`config.mk`:
```
export PLATFORM = sky130hd
export DESIGN_NAME = led_pattern_sequencer
export DESIGN_NICKNAME = d
export VERILOG_FILES = /design/src/sv/lps_pkg.sv /design/src/sv/lps_front.sv /design/src/sv/lps_cmd_queue.sv /design/src/sv/lps_back.sv /design/src/sv/lps_res_queue.sv /design/src/sv/led_pattern_sequencer.sv
export SDC_FILE = /design/constraint.sdc
export NUM_CORES = 2
export LEC_CHECK = 0
export BUFFER_PORTS_ARGS = -buffer_cell sky130_fd_sc_hd__buf_2
export CAP_MARGIN = 0
export CORE_MARGIN = 3
export CORE_UTILIZATION = 55
export CTS_CLUSTER_DIAMETER = 100
export DETAILED_ROUTE_END_ITERATION = 7
export HOLD_SLACK_MARGIN = 0.1
export MAX_ROUTING_LAYER = met4
export PLACE_DENSITY = 0.78
export RECOVER_POWER = 100
export SYNTH_ARGS = -nofsm -noshare
export SYNTH_HDL_FRONTEND = slang
export SYNTH_SLANG_ARGS = --single-unit
```
`constraint.sdc`:
```
create_clock -name clk -period 14.01 [get_ports clk]
set_input_delay 1.401 -clock clk [delete_from_list [all_inputs] [get_ports clk]]
set_output_delay 1.401 -clock clk [all_outputs]
set_load 0.02 [all_outputs]
```
`src/sv/lps_pkg.sv`:
```
// Shared types, constants and tables of the LED pattern sequencer.
package lps_pkg;

    // Sizing
    localparam int NUM_BANKS  = 4;
    localparam int MAX_STEPS  = 16;
    localparam int PATS_PER_BANK = 4;
    localparam int BANK_W     = (NUM_BANKS > 1) ? $clog2(NUM_BANKS) : 1;
    localparam int PAT_IDX_W  = 2;
    localparam int STEP_W     = (MAX_STEPS > 1) ? $clog2(MAX_STEPS) : 1;
    localparam int LEN_W      = $clog2(MAX_STEPS + 1);
    localparam int SLOT_W     = BANK_W + PAT_IDX_W;
    localparam int NUM_SLOTS  = 1 << SLOT_W;
    localparam int MEM_AW     = SLOT_W + STEP_W;
    localparam int MEM_DEPTH  = 1 << MEM_AW;

    // Field widths fixed by the interface
    localparam int REQ_W      = 2;
    localparam int AMOUNT_W   = 8;
    localparam int STATUS_W   = 3;
    localparam int WR_BANK_W  = 2;
    localparam int WR_STEP_W  = 4;
    localparam int LED_W      = 8;
    localparam int WR_LEN_W   = 5;
    localparam int DELAY_W    = 16;
    localparam int PIN_W      = 16;
    localparam int ABANK_W    = 2;
    localparam int CFG_IDX_W  = 1;
    localparam int CFG_DATA_W = 8;

    // Queue depths
    localparam int CQ_DEPTH   = 4;
    localparam int CQ_PTR_W   = $clog2(CQ_DEPTH);
    localparam int CQ_CNT_W   = $clog2(CQ_DEPTH + 1);
    localparam int RQ_DEPTH   = 4;
    localparam int RQ_PTR_W   = $clog2(RQ_DEPTH);
    localparam int RQ_CNT_W   = $clog2(RQ_DEPTH + 1);

    // Countdown reload while no pattern plays
    localparam logic [DELAY_W-1:0] IDLE_RELOAD = DELAY_W'(100);

    // Pin remap of an emitted value
    localparam logic [PIN_W-1:0] PIN_LOW_MASK = PIN_W'(16'h0003);
    localparam int               PIN_LOW_POS  = 14;
    localparam logic [PIN_W-1:0] PIN_USED     = PIN_W'(16'hC03F);
    localparam logic [PIN_W-1:0] PIN_FREE     = PIN_W'(16'h3FF0) & ~PIN_USED;

    // Configuration register indexes
    localparam logic [CFG_IDX_W-1:0] CFG_LED_MASK    = CFG_IDX_W'(0);
    localparam logic [CFG_IDX_W-1:0] CFG_ACTIVE_BANK = CFG_IDX_W'(1);

    // Status codes of a status item; codes above lockup mean off
    localparam logic [STATUS_W-1:0] ST_SLEEP   = STATUS_W'(0);
    localparam logic [STATUS_W-1:0] ST_STANDBY = STATUS_W'(1);
    localparam logic [STATUS_W-1:0] ST_ON      = STATUS_W'(2);
    localparam logic [STATUS_W-1:0] ST_CLASH   = STATUS_W'(3);
    localparam logic [STATUS_W-1:0] ST_LOCKUP  = STATUS_W'(4);

    typedef enum logic [REQ_W-1:0] {
        REQ_TICK   = 2'd0,
        REQ_STATUS = 2'd1,
        REQ_STEP   = 2'd2,
        REQ_HEADER = 2'd3
    } req_t;

    typedef enum logic [2:0] {
        PAT_STANDBY = 3'd0,
        PAT_ON      = 3'd1,
        PAT_CLASH   = 3'd2,
        PAT_LOCKUP  = 3'd3,
        PAT_NONE    = 3'd4
    } pat_t;

    typedef enum logic [2:0] {
        OP_NOP,
        OP_TICK,
        OP_STATUS,
        OP_STEP_WR,
        OP_HDR_WR
    } op_t;

    // Classified item carried from front to back
    typedef struct packed {
        op_t                   op;
        logic [AMOUNT_W-1:0]   amount;
        logic [STATUS_W-1:0]   status;
        logic [SLOT_W-1:0]     wr_slot;
        logic [STEP_W-1:0]     wr_step;
        logic [LED_W-1:0]      wr_value;
        logic [LEN_W-1:0]      wr_length;
        logic [DELAY_W-1:0]    wr_delay;
    } cmd_t;

    typedef struct packed {
        logic push;
        cmd_t cmd;
    } cq_wr_t;

    typedef struct packed {
        logic             push;
        logic [LED_W-1:0] led;
    } res_wr_t;

    typedef struct packed {
        logic                  en;
        logic [CFG_IDX_W-1:0]  index;
        logic [CFG_DATA_W-1:0] data;
    } cfg_wr_t;

    // Remainder table: entry {s, m} holds s mod (m + 1)
    localparam int MOD_TAB_N = 1 << (2 * STEP_W);
    typedef logic [STEP_W-1:0] mod_tab_t [MOD_TAB_N];

    function automatic mod_tab_t build_mod_tab();
        mod_tab_t t;
        int       r;
        for (int s = 0; s < (1 << STEP_W); s++) begin
            for (int m = 0; m < (1 << STEP_W); m++) begin
                r = s;
                while (r > m) begin
                    r = r - (m + 1);
                end
                t[(s << STEP_W) | m] = STEP_W'(r);
            end
        end
        return t;
    endfunction

    localparam mod_tab_t MOD_TAB = build_mod_tab();

    // Map an emitted value onto the port bits
    function automatic logic [PIN_W-1:0] pin_map(input logic [LED_W-1:0] v);
        logic [PIN_W-1:0] w;
        w = ((PIN_W'(v) & PIN_LOW_MASK) << PIN_LOW_POS) | (PIN_W'(v) >> 2);
        return w & ~PIN_FREE;
    endfunction

endpackage

```
`src/sv/lps_front.sv`:
```
// Front end: accepts input items and classifies them into commands.
module lps_front (
    input  logic                            push,
    input  logic                            full,
    input  logic [lps_pkg::REQ_W-1:0]       req_type,
    input  logic [lps_pkg::AMOUNT_W-1:0]    tick_amount,
    input  logic [lps_pkg::STATUS_W-1:0]    new_status,
    input  logic [lps_pkg::WR_BANK_W-1:0]   wr_bank,
    input  logic [lps_pkg::PAT_IDX_W-1:0]   wr_pattern,
    input  logic [lps_pkg::WR_STEP_W-1:0]   wr_step,
    input  logic [lps_pkg::LED_W-1:0]       wr_value,
    input  logic [lps_pkg::WR_LEN_W-1:0]    wr_length,
    input  logic [lps_pkg::DELAY_W-1:0]     wr_delay,
    output lps_pkg::cq_wr_t                 cq_wr
);
    import lps_pkg::*;

    logic bank_ok;
    logic step_ok;

    // Range checks on write addresses
    assign bank_ok = (int'(wr_bank) < NUM_BANKS);
    assign step_ok = (int'(wr_step) < MAX_STEPS);

    // Decode the request and build the command
    always_comb
    begin
        cq_wr.push          = push && !full;
        cq_wr.cmd.amount    = tick_amount;
        cq_wr.cmd.status    = new_status;
        cq_wr.cmd.wr_slot   = {BANK_W'(wr_bank), wr_pattern};
        cq_wr.cmd.wr_step   = STEP_W'(wr_step);
        cq_wr.cmd.wr_value  = wr_value;
        cq_wr.cmd.wr_delay  = wr_delay;
        // saturate oversized lengths
        if (int'(wr_length) > MAX_STEPS)
        begin
            cq_wr.cmd.wr_length = LEN_W'(MAX_STEPS);
        end
        else
        begin
            cq_wr.cmd.wr_length = LEN_W'(wr_length);
        end
        case (req_t'(req_type))
            REQ_TICK:   cq_wr.cmd.op = OP_TICK;
            REQ_STATUS: cq_wr.cmd.op = OP_STATUS;
            REQ_STEP:   cq_wr.cmd.op = (bank_ok && step_ok) ? OP_STEP_WR : OP_NOP;
            REQ_HEADER: cq_wr.cmd.op = bank_ok ? OP_HDR_WR : OP_NOP;
            default:    cq_wr.cmd.op = OP_NOP;
        endcase
    end

endmodule

```
`src/sv/lps_cmd_queue.sv`:
```
// Command queue between the front end and the execution back end.
module lps_cmd_queue (
    input  logic             clk,
    input  logic             rst_n,
    input  lps_pkg::cq_wr_t  wr,
    input  logic             pop,
    output logic             full,
    output logic             empty,
    output lps_pkg::cmd_t    head
);
    import lps_pkg::*;

    cmd_t                slot_reg [CQ_DEPTH];
    logic [CQ_PTR_W-1:0] wptr_reg;
    logic [CQ_PTR_W-1:0] rptr_reg;
    logic [CQ_CNT_W-1:0] count_reg;
    logic [CQ_PTR_W-1:0] wptr_next;
    logic [CQ_PTR_W-1:0] rptr_next;
    logic [CQ_CNT_W-1:0] count_next;

    assign full  = (count_reg == CQ_CNT_W'(CQ_DEPTH));
    assign empty = (count_reg == '0);
    assign head  = slot_reg[rptr_reg];

    // Advance pointers and occupancy
    always_comb
    begin
        wptr_next  = wptr_reg;
        rptr_next  = rptr_reg;
        count_next = count_reg;
        if (wr.push)
        begin
            wptr_next = wptr_reg + 1'b1;
        end
        if (pop)
        begin
            rptr_next = rptr_reg + 1'b1;
        end
        if (wr.push && !pop)
        begin
            count_next = count_reg + 1'b1;
        end
        else if (!wr.push && pop)
        begin
            count_next = count_reg - 1'b1;
        end
    end

    always_ff @(posedge clk or negedge rst_n)
    begin
        if (!rst_n)
        begin
            wptr_reg  <= '0;
            rptr_reg  <= '0;
            count_reg <= '0;
        end
        else
        begin
            wptr_reg  <= wptr_next;
            rptr_reg  <= rptr_next;
            count_reg <= count_next;
        end
    end

    // Hold the queued commands
    always_ff @(posedge clk)
    begin
        if (wr.push)
        begin
            slot_reg[wptr_reg] <= wr.cmd;
        end
    end

endmodule

```
`src/sv/lps_back.sv`:
```
// Back end: pattern state, header tables, step memory and step playback.
module lps_back (
    input  logic             clk,
    input  logic             rst_n,
    input  lps_pkg::cfg_wr_t cfg,
    input  logic             cq_empty,
    input  lps_pkg::cmd_t    cq_head,
    input  logic             rq_room,
    output logic             cq_pop,
    output lps_pkg::res_wr_t res_wr
);
    import lps_pkg::*;

    // Configuration registers
    logic [LED_W-1:0]   mask_reg;
    logic [ABANK_W-1:0] abank_reg;

    // Pattern state
    pat_t               pat_reg,     pat_next;
    logic [BANK_W-1:0]  bank_reg,    bank_next;
    logic               loop_reg,    loop_next;
    logic [LEN_W-1:0]   step_reg,    step_next;
    logic [DELAY_W-1:0] count_reg,   count_next;
    logic               pending_reg, pending_next;

    // Header tables
    logic [LEN_W-1:0]   len_reg [NUM_SLOTS];
    logic [DELAY_W-1:0] dly_reg [NUM_SLOTS];

    // Step memory and its registered read
    logic [LED_W-1:0]   step_mem [MEM_DEPTH];
    logic [LED_W-1:0]   mem_q_reg;
    logic               mem_we;
    logic [MEM_AW-1:0]  mem_wa;
    logic [MEM_AW-1:0]  mem_ra;

    // Playback stage
    logic               r_valid_reg, r_valid_next;
    logic               r_zero_reg,  r_zero_next;

    logic [SLOT_W-1:0]  slot;
    logic [LEN_W-1:0]   len;
    logic [DELAY_W-1:0] dly;
    logic [DELAY_W-1:0] count_eff;
    logic [STEP_W-1:0]  len_m1;
    logic [STEP_W-1:0]  loop_idx;
    logic [LEN_W-1:0]   loop_inc;
    logic [BANK_W-1:0]  sel_bank;
    logic               fire;
    logic               exec;

    // Look up the current pattern
    always_comb
    begin
        slot      = {bank_reg, pat_reg[PAT_IDX_W-1:0]};
        len       = len_reg[slot];
        dly       = dly_reg[slot];
        count_eff = pending_reg ? dly : count_reg;
        len_m1    = STEP_W'(len - 1'b1);
        loop_idx  = MOD_TAB[{step_reg[STEP_W-1:0], len_m1}];
        loop_inc  = LEN_W'(loop_idx) + 1'b1;
        sel_bank  = BANK_W'(int'(abank_reg) % NUM_BANKS);
        fire      = (count_eff <= DELAY_W'(cq_head.amount));
        exec      = !cq_empty && ((cq_head.op != OP_TICK) || rq_room);
    end

    assign cq_pop = exec;

    // Execute the head command
    always_comb
    begin
        pat_next     = pat_reg;
        bank_next    = bank_reg;
        loop_next    = loop_reg;
        step_next    = step_reg;
        count_next   = count_reg;
        pending_next = pending_reg;
        mem_we       = 1'b0;
        mem_wa       = {cq_head.wr_slot, cq_head.wr_step};
        mem_ra       = {slot, step_reg[STEP_W-1:0]};
        r_valid_next = 1'b0;
        r_zero_next  = 1'b0;
        if (exec)
        begin
            count_next   = count_eff;
            pending_next = 1'b0;
            case (cq_head.op)
                OP_STATUS:
                begin
                    bank_next  = sel_bank;
                    step_next  = '0;
                    count_next = '0;
                    case (cq_head.status)
                        ST_SLEEP:   pat_next = PAT_NONE;
                        ST_STANDBY:
                        begin
                            pat_next  = PAT_STANDBY;
                            loop_next = 1'b1;
                        end
                        ST_ON:
                        begin
                            pat_next  = PAT_ON;
                            loop_next = 1'b1;
                        end
                        ST_CLASH:
                        begin
                            pat_next  = PAT_CLASH;
                            loop_next = 1'b0;
                        end
                        ST_LOCKUP:
                        begin
                            pat_next  = PAT_LOCKUP;
                            loop_next = 1'b1;
                        end
                        default:
                        begin
                            pat_next  = PAT_NONE;
                            loop_next = 1'b0;
                        end
                    endcase
                end
                OP_STEP_WR:
                begin
                    mem_we = 1'b1;
                end
                OP_TICK:
                begin
                    if (!fire)
                    begin
                        count_next = count_eff - DELAY_W'(cq_head.amount);
                    end
                    else if (pat_reg == PAT_NONE)
                    begin
                        // idle: emit zero and rearm
                        r_valid_next = 1'b1;
                        r_zero_next  = 1'b1;
                        count_next   = IDLE_RELOAD;
                    end
                    else if (!loop_reg)
                    begin
                        if (step_reg < len)
                        begin
                            r_valid_next = 1'b1;
                            step_next    = step_reg + 1'b1;
                            count_next   = dly;
                        end
                        else
                        begin
                            // one-shot done: switch to the on pattern, load its delay
                            pat_next     = PAT_ON;
                            bank_next    = sel_bank;
                            loop_next    = 1'b1;
                            step_next    = '0;
                            pending_next = 1'b1;
                        end
                    end
                    else
                    begin
                        count_next = dly;
                        mem_ra     = {slot, loop_idx};
                        if (len != '0)
                        begin
                            r_valid_next = 1'b1;
                            step_next    = (loop_inc >= len) ? '0 : loop_inc;
                        end
                    end
                end
                default:
                begin
                end
            endcase
        end
    end

    // Update state, configuration and header tables
    always_ff @(posedge clk or negedge rst_n)
    begin
        if (!rst_n)
        begin
            mask_reg    <= '1;
            abank_reg   <= '0;
            pat_reg     <= PAT_NONE;
            bank_reg    <= '0;
            loop_reg    <= 1'b0;
            step_reg    <= '0;
            count_reg   <= '0;
            pending_reg <= 1'b0;
            r_valid_reg <= 1'b0;
            r_zero_reg  <= 1'b0;
            for (int i = 0; i < NUM_SLOTS; i++)
            begin
                len_reg[i] <= '0;
                dly_reg[i] <= '0;
            end
        end
        else
        begin
            pat_reg     <= pat_next;
            bank_reg    <= bank_next;
            loop_reg    <= loop_next;
            step_reg    <= step_next;
            count_reg   <= count_next;
            pending_reg <= pending_next;
            r_valid_reg <= r_valid_next;
            r_zero_reg  <= r_zero_next;
            if (cfg.en)
            begin
                case (cfg.index)
                    CFG_LED_MASK:    mask_reg  <= LED_W'(cfg.data);
                    CFG_ACTIVE_BANK: abank_reg <= ABANK_W'(cfg.data);
                    default:
                    begin
                    end
                endcase
            end
            if (exec && (cq_head.op == OP_HDR_WR))
            begin
                len_reg[cq_head.wr_slot] <= cq_head.wr_length;
                dly_reg[cq_head.wr_slot] <= cq_head.wr_delay;
            end
        end
    end

    // Step memory: one write port, one registered read port
    always_ff @(posedge clk)
    begin
        if (mem_we)
        begin
            step_mem[mem_wa] <= cq_head.wr_value;
        end
        mem_q_reg <= step_mem[mem_ra];
    end

    // Mask the played step and hand it to the result queue
    always_comb
    begin
        res_wr.push = r_valid_reg;
        res_wr.led  = r_zero_reg ? '0 : (mem_q_reg & mask_reg);
    end

endmodule

```
`src/sv/lps_res_queue.sv`:
```
// Result queue that holds emitted LED values until they are popped.
module lps_res_queue (
    input  logic                        clk,
    input  logic                        rst_n,
    input  lps_pkg::res_wr_t            wr,
    input  logic                        pop,
    output logic                        empty,
    output logic                        full,
    output logic                        room,
    output logic [lps_pkg::LED_W-1:0]   head
);
    import lps_pkg::*;

    logic [LED_W-1:0]    slot_reg [RQ_DEPTH];
    logic [RQ_PTR_W-1:0] wptr_reg;
    logic [RQ_PTR_W-1:0] rptr_reg;
    logic [RQ_CNT_W-1:0] count_reg;
    logic                do_pop;

    assign empty  = (count_reg == '0);
    assign full   = (count_reg == RQ_CNT_W'(RQ_DEPTH));
    // two free entries cover one step in flight plus a new one
    assign room   = (count_reg <= RQ_CNT_W'(RQ_DEPTH - 2));
    assign head   = slot_reg[rptr_reg];
    assign do_pop = pop && !empty;

    always_ff @(posedge clk or negedge rst_n)
    begin
        if (!rst_n)
        begin
            wptr_reg  <= '0;
            rptr_reg  <= '0;
            count_reg <= '0;
        end
        else
        begin
            if (wr.push)
            begin
                wptr_reg <= wptr_reg + 1'b1;
            end
            if (do_pop)
            begin
                rptr_reg <= rptr_reg + 1'b1;
            end
            if (wr.push && !do_pop)
            begin
                count_reg <= count_reg + 1'b1;
            end
            else if (!wr.push && do_pop)
            begin
                count_reg <= count_reg - 1'b1;
            end
        end
    end

    // Hold the queued results
    always_ff @(posedge clk)
    begin
        if (wr.push)
        begin
            slot_reg[wptr_reg] <= wr.led;
        end
    end

endmodule

```
`src/sv/led_pattern_sequencer.sv`:
```
// Top level of the LED pattern sequencer.
//
// Input items enter through a queue port: an item is taken at a clock edge
// with push high and full low. req_type selects tick, status change, step
// write or header write; the other fields are read as that type needs.
// Results leave through a queue port: led_value and pin_word show the oldest
// result while empty is low, and pop with empty low removes it. Only a tick
// that plays a step or fires while idle gives one; all other items give none.
// Configuration: cfg_wr_en writes cfg_data to register cfg_index (0 led_mask,
// 1 active_bank) at the clock edge; the user must write only while the block
// is idle, as the block does not enforce it. Items are taken one per cycle
// while full is low, and ticks wait for result queue room. An item passes a
// 4-entry command queue, the execute step and the registered step memory read.
// If pop stays low, the 4-entry result queue fills, ticks wait at the head of
// the command queue, and full rises once that queue holds 4 items; nothing
// is dropped. Reset empties both queues, clears the header tables, selects
// sleep and sets led_mask to 255; step memory is not cleared and a step must
// be written before it is played.
module led_pattern_sequencer (
    input  logic                            clk,
    input  logic                            rst_n,
    input  logic                            push,
    output logic                            full,
    input  logic [lps_pkg::REQ_W-1:0]       req_type,
    input  logic [lps_pkg::AMOUNT_W-1:0]    tick_amount,
    input  logic [lps_pkg::STATUS_W-1:0]    new_status,
    input  logic [lps_pkg::WR_BANK_W-1:0]   wr_bank,
    input  logic [lps_pkg::PAT_IDX_W-1:0]   wr_pattern,
    input  logic [lps_pkg::WR_STEP_W-1:0]   wr_step,
    input  logic [lps_pkg::LED_W-1:0]       wr_value,
    input  logic [lps_pkg::WR_LEN_W-1:0]    wr_length,
    input  logic [lps_pkg::DELAY_W-1:0]     wr_delay,
    output logic                            empty,
    input  logic                            pop,
    output logic [lps_pkg::LED_W-1:0]       led_value,
    output logic [lps_pkg::PIN_W-1:0]       pin_word,
    input  logic                            cfg_wr_en,
    input  logic [lps_pkg::CFG_IDX_W-1:0]   cfg_index,
    input  logic [lps_pkg::CFG_DATA_W-1:0]  cfg_data
);
    import lps_pkg::*;

    cq_wr_t           cq_wr;
    cmd_t             cq_head;
    logic             cq_empty;
    logic             cq_pop;
    res_wr_t          res_wr;
    logic             rq_full;
    logic             rq_room;
    cfg_wr_t          cfg;
    logic [LED_W-1:0] rq_head;

    assign cfg.en    = cfg_wr_en;
    assign cfg.index = cfg_index;
    assign cfg.data  = cfg_data;

    // Classify incoming items
    lps_front u_front (
        .push        (push),
        .full        (full),
        .req_type    (req_type),
        .tick_amount (tick_amount),
        .new_status  (new_status),
        .wr_bank     (wr_bank),
        .wr_pattern  (wr_pattern),
        .wr_step     (wr_step),
        .wr_value    (wr_value),
        .wr_length   (wr_length),
        .wr_delay    (wr_delay),
        .cq_wr       (cq_wr)
    );

    // Decouple front and back
    lps_cmd_queue u_cmd_queue (
        .clk   (clk),
        .rst_n (rst_n),
        .wr    (cq_wr),
        .pop   (cq_pop),
        .full  (full),
        .empty (cq_empty),
        .head  (cq_head)
    );

    // Play patterns
    lps_back u_back (
        .clk      (clk),
        .rst_n    (rst_n),
        .cfg      (cfg),
        .cq_empty (cq_empty),
        .cq_head  (cq_head),
        .rq_room  (rq_room),
        .cq_pop   (cq_pop),
        .res_wr   (res_wr)
    );

    // Buffer results for the receiver
    lps_res_queue u_res_queue (
        .clk   (clk),
        .rst_n (rst_n),
        .wr    (res_wr),
        .pop   (pop),
        .empty (empty),
        .full  (rq_full),
        .room  (rq_room),
        .head  (rq_head)
    );

    assign led_value = rq_head;
    assign pin_word  = pin_map(rq_head);

    // A played step always finds a free result entry
    assert property (@(posedge clk) disable iff (!rst_n) res_wr.push |-> !rq_full)
        else $error("result queue overflow");

    // The back end only takes commands that are queued
    assert property (@(posedge clk) disable iff (!rst_n) cq_pop |-> !cq_empty)
        else $error("command taken from empty queue");

    // A taken transaction is queued for the back end
    assert property (@(posedge clk) disable iff (!rst_n) (push && !full) |=> !cq_empty)
        else $error("accepted transaction lost");

    // A full result queue that is not popped offers no room
    assert property (@(posedge clk) disable iff (!rst_n)
        (rq_full && !pop) |=> !rq_room)
        else $error("result queue room flag wrong");

endmodule
```
# Word level (Yosys, flattened, before mapping)
# Memories as Yosys holds them, arrays and structs flattened. A register that Yosys moved wholly into a read port is not among the register bits.
# Cells that the tools add are included.
[totals]
register_bits = 390
latchBits = 0
ram_bits = 2284
romBits = 1024
input_bits = 64
output_inout_bits = 26
word_cells = 209
n_memories = 4
[memory_table]
columns = ["name", "words", "width", "read_ports", "rd_clocked_by_memory_dff", "write_ports", "line", "rtl"]
rows = [
  ["u_back.step_mem", 256, 8, 1, 1, 1, "lps_back.sv:31", "logic [LED_W-1:0] step_mem [MEM_DEPTH];"],
  ["(name not given)", 256, 4, 1, 0, 0, "lps_back.sv:60", "loop_idx = MOD_TAB[{step_reg[STEP_W-1:0], len_m1}];"],
  ["u_cmd_queue.slot_reg", 4, 51, 1, 0, 1, "lps_cmd_queue.sv:13", "cmd_t slot_reg [CQ_DEPTH];"],
  ["u_res_queue.slot_reg", 4, 8, 1, 0, 1, "lps_res_queue.sv:14", "logic [LED_W-1:0] slot_reg [RQ_DEPTH];"],
]
[op_classes]
add_sub_neg = 12
n_mul = 0
div_mod_pow = 0
n_lt_le_gt_ge = 9
n_eq_ne = 20
n_shift = 0
mux = 79
n_bitwise = 6
n_reduce_logical = 31
[op_table]
columns = ["operator", "n"]
rows = [
  ["$bwmux W256", 1],
  ["$mux W16", 8],
  ["$bwmux W80", 1],
  ["$bmux W16 S4", 1],
  ["$demux W16 S4", 1],
  ["$mux W5", 10],
  ["$pmux W16 S2", 1],
  ["$mux W4", 7],
  ["$mux W1", 27],
  ["$mux W3", 8],
  ["$pmux W3 S4", 2],
  ["$bmux W5 S4", 1],
  ["$demux W5 S4", 1],
  ["$le A16 B8 Y1", 1],
  ["$or A16 B6 Y16", 1],
  ["$sub A16 B8 Y16", 1],
  ["$eq A3 B2 Y1 const B", 4],
  ["$eq A3 B3 Y1 const B", 4],
  ["$ge A5 B5 Y1 const B", 2],
  ["$not A4 Y5", 2],
  ["$pmux W5 S2", 1],
  ["$reduce_and A5 Y1", 2],
  ["$ge A9 B9 Y1 const B", 1],
  ["$logic_and A1 B1 Y1", 9],
  ["other kinds (35)", 60],
]

# Depth between registers and ports, before layout
[logic_depth]
depth_word = 17
ltp_mapped = 32
mapped_depth_nobuf = 24

# Modules after synthesis
# A second synthesis with hierarchy kept.
[hier_totals]
cells_unflattened = 7701
hier_area_um2 = 111006.5
[by_module_without_submodules]
columns = ["mod", "n_inst", "cells_each", "area_per_inst_um2", "seq_area_each_um2"]
rows = [
  ["lps_back", 1, 7250, 101080.7, 71079.4],
  ["lps_cmd_queue", 1, 301, 7816.2, 6301.0],
  ["lps_res_queue", 1, 78, 1576.5, 1136.1],
  ["lps_front", 1, 55, 409.1, 0.0],
  ["led_pattern_sequencer", 1, 17, 123.9, 0.0],
]

# Worst setup path before layout
# No wires, ideal clock.
[synth_timing]
path_type = "register to register"
startpoint = "reg u_back.pat_reg[0]"
endpoint = "reg u_back.mem_q_reg[6], read port of u_back.step_mem"
arrival_time_ns = 7.052
required_time_ns = 13.882
path_slack_ns = 6.830
path_stages_with_launch = 29
n_path_buf = 9
period_less_slack_ns = 7.180
path_cell_list = "dfrtp_1 buf_6 buf_2 buf_1 buf_1 clkbuf_1 mux4_2 mux4_2 mux2i_1 ha_1 fa_1 nor2b_1 o31a_1 o21ai_0 a21oi_1 or2_2 or4_4 nor4_4 a22o_1 buf_4 buf_6 buf_6 buf_4 mux2i_1 o22ai_1 nor4_1 o211ai_1 a32oi_1 nor4_1"
[synth_between]
elab_chain_cells = 14
word_cells_on_any_way = 20
[synth_rtl]
columns = ["item", "line", "rtl"]
rows = [
  ["from (decl)", "lps_back.sv:19", "pat_t pat_reg, pat_next;"],
  ["from (signal assigned)", "lps_back.sv:198", "pat_reg <= pat_next;"],
  ["$not A4 Y5 (not written as such)", "lps_back.sv:56, lps_back.sv:57", ""],
  ["$bmux W5 S4", "lps_back.sv:56", "len = len_reg[slot];"],
  ["$mux W5 (not written as such) (2 in a row)", "lps_back.sv:56", ""],
  ["$sub A4 B1 Y4", "lps_back.sv:59", "len_m1 = STEP_W'(len - 1'b1);"],
  ["$not A8 Y9 (not written as such)", "lps_back.sv:60", ""],
  ["$mem_v2 Z256 W4", "-", ""],
  ["$mux W4 (not written as such) (2 in a row)", "lps_back.sv:60", ""],
  ["$mux W4", "lps_back.sv:139", "else if (!loop_reg)"],
  ["$mux W4", "lps_back.sv:132", "else if (pat_reg == PAT_NONE)"],
  ["$mux W4", "lps_back.sv:128", "if (!fire)"],
  ["$mux W4", "lps_back.sv:87", "case (cq_head.op)"],
  ["$mux W4", "lps_back.sv:83", "if (exec)"],
  ["to (decl)", "lps_back.sv:32", "logic [LED_W-1:0] mem_q_reg;"],
]
# Parallel ways exist; a longest one is shown, timed or not. The select of a mux whose other input is x is not followed.
# A chain may end at the register's enable or synchronous reset.

# Worst setup path in the final report
[layout_timing]
startpoint = "reg u_back.pat_reg[1]"
endpoint = "reg u_back.mem_q_reg[6], read port of u_back.step_mem"
# Same word-level chain as after synthesis.

==> out/qor.txt <==
Outcome = complete, but fails checks
Failing checks = max-capacitance violations, max-slew violations
Post-Synthesis Cells = 7,664
Post-synth cell types = 83
RSZ-0062 raised after global routing = no
Synth Area per Inst = 14.4 um2
Worst Setup End Kind = register
DRC = 0
Max frequency = 0.0840 GHz
Vias in the first global route = 66.9k
Worst min-delay path class = register to register
Core area = 199,000 um2
Initial Util = 55.7%
Tightest Pin Transition = 7.47 ns
WS Path Type = register to register
Pwr per Cell Area = 215 nW/um2
TritonRoute pass-1 iters = 8
Sw Ratio = 34.4%
TritonCTS clock tree = yes
Final WL = 300 mm
Net Switching = 0.00896 W
Average routed wire per standard cell = 28.7 um
Initial antenna violation count = 22
Commonest non-fill, non-tap cells in the layout = edfxtp_1 (2,284), nand2_1 (1,383), nand3_1 (543), mux2i_1 (472), dfrtp_1 (376)
Final setup violation count = 0
Worst vdd ir = 0.216 mV
First-pass GRT wire length = 442 mm
Root Driver = clkbuf_16
Final worst slack = 2.10 ns
Cell area after layout = 121,000 um2
Tmin final = 11.91 ns
Vias post-DR = 68.2k
Clock sinks = 2,682
Worst Path Arrival = 12.67 ns
CTS Buffer Depth = 4
Clock slew at the register clock pins of the worst setup and hold paths = 0.06 ns
GRT Total Usage = 29.8%
Average via count per standard cell = 6.51
Clock power share = 26.6%
Number of synthesized flops with an enable pin = 2,284
Share of synthesized flip-flops with an asynchronous set or reset = 14.5%
Pin count of the biggest net entering global routing = 208
Buffers on Ports = 81
Dpl ws = 3.73 ns
Top FF cell, synth = edfxtp_1
Minimum hold slack = 0.482 ns
Critical Path Start = u_back.pat_reg[1]
Post-CTS Setup Inserts = 0
Max Clock Skew = 0.0964 ns
P_int = 0.0171 W
Cell count after placement = 9,989
Critical Path RT = 14.77 ns
Max Slew Vio Count = 2,715
Flop pwr share = 43.4%
TritonCTS Buffers = 279
Area Overhead vs Synth = 9.57%
Fillcell total = 14.2k
RD Place Congestion = 0.934
Synth warnings = 0
Setup crit start kind = register
Hold path start = u_back.count_reg[0]
Commonest non-fill, non-tap cell in the layout = edfxtp_1
Clk Latency, worst-skew pair = 0.97 ns
Number of flip-flops in the largest register = 2,048
H-tree Lvls = 5
Post-DRT Antenna Nets = 0
Worst-path fanout max = 139
Max-slew headroom = -398%
Chip width = 454 um
Post-Syn Area = 111,000 um2
Final Hold Fails = 0
Post-DP Area = 113,000 um2
HPWL Detailed = 176 mm
IO Pins = 90
Period utilisation layout = 85.0%
Fin nets = 7,739
Max-Cap Viols = 48
Std-Cell Rows = 163
Layout Cells excl Fill = 10.5k
Leak pwr = 42.8 nW
Setup TNS = 0 ns
DIE AREA = 207,000 um2
Hold buffer count at CTS = 0
Yosys reg bits = 2,682
Die Y = 454 um
1st-iter DRT viols = 10.3k
Reg-to-reg startpoint = u_back.pat_reg[1]
Combinational power share = 30.0%
PostCTS Resize Cnt = 0
Share of cells above drive strength 1 = 13.1%
Total grt overflow = 0
Seq/Total Area, Yosys = 71.0%
[critical path, stage by stage, from the launching register on]
cell and delay (ns):
dfrtp_1 1.91, buf_4 0.85, mux4_2 0.41, nand2_1 0.08, and4_1 0.62, ha_1 0.46
a21oi_1 0.27, nor2_1 0.86, clkinv_1 0.56, mux2i_1 0.28, o41ai_1 0.09, o22ai_1 0.17
clkbuf_1 0.62, a22o_4 0.57, buf_12 0.57, clkbuf_2 1.24, mux4_2 0.66, a21oi_1 0.21
o211ai_1 0.12, a211oi_1 0.88, nor4_1 0.12
[logic make-up after synthesis]
group	count (synthesis)	share of synthesized area (%)
AO/OA/AOI/OAI	788	4.94
XOR/XNOR	26	0.206
adder cells (fa/ha/maj)	45	0.529
buffers and inverters	568	2.38
flip-flops	2682	71.0
multiplexers	988	11.0
other	1	0.00339
AND/OR/NAND/NOR	2566	9.99
[metrics by stage]
| stage | total power [W] | utilization, % |
|---|---|---|
| global placement | 0.0187 | 57.0 |
| floorplan | 0.0161 | - |
| finish | 0.0261 | 61.0 |
| CTS | 0.0257 | 61.1 |
| detailed placement | 0.0189 | 57.0 |
| global route | 0.0270 | 61.0 |
[power by group through the flow]
stage,clock network [W],logic [W],registers (W)
3_3_place_gp,0,0.00747,0.0112
2_1_floorplan,0,0.00507,0.0111
4_1_cts,0.00698,0.00770,0.0111
3_5_place_dp,0,0.00766,0.0112
5_1_grt,0.00731,0.00826,0.0114
6_report,0.00694,0.00781,0.0113
[cells in the mapped netlist, types with 28 or more instances]
master	n	area [um2]
a31oi_1	108	676
a32oi_1	52	455
nor2_1	350	1310
nor2b_1	28	175
mux4_2	144	3240
buf_4	50	375
nor4_1	38	238
o21ai_0	91	455
a22oi_1	32	240
nand4_1	76	475
buf_2	145	726
inv_1	48	180
mux2i_1	472	4720
and2_1	49	307
a21oi_1	159	796
nand3_1	545	2730
a211oi_1	45	338
ha_1	42	526
a221oi_1	57	499
dfrtp_1	381	9530
buf_1	39	146
nand2_1	1384	5190
clkbuf_1	263	987
edfxtp_1	2284	68600
mux2_2	372	4190
o22ai_1	59	369
[path summary, 6_finish.rpt]
kind / to / slack, ns / cells past startpoint
hold / removal: u_back.count_reg[0] / 0.48 / 2
max in group asynchronous: u_cmd_queue.rptr_reg[0] / 3.58 / 3
setup reg to reg: u_back.mem_q_reg[6] / 2.10 / 20
min in group asynchronous: u_back.dly_reg[113] / 3.15 / 1
setup / recovery: u_back.mem_q_reg[6] / 2.10 / 20
hold reg to reg: u_back.count_reg[0] / 0.48 / 2
[layer usage]
| metal | vias to the layer above | GRT usage (%) | part of all wire (%) |
|---|---|---|---|
| met5 | - | - | 0 |
| met4 | 0 | 14.0 | 5.3 |
| met3 | 852 | 7.52 | 12 |
| met2 | 4509 | 44.8 | 46 |
| met1 | 34036 | 38.2 | 36 |
| li1 | 28809 | - | - |
[layout make-up]
cell class                      instances  area (um2)  area share (%)
Antenna cell                           20        50.0          0.0413
Sequential cell                      2682       78500            64.8
Clock buffer                          357        7400            6.10
Timing Repair Buffer                  193        1180           0.972
Inverter                               53         199           0.164
Tap cell                             2640        3300            2.72
Multi-Input combinational cell       4421       29600            24.4
Clock inverter                        113         930           0.767
Note: power is estimated with default switching activity, not from simulation.
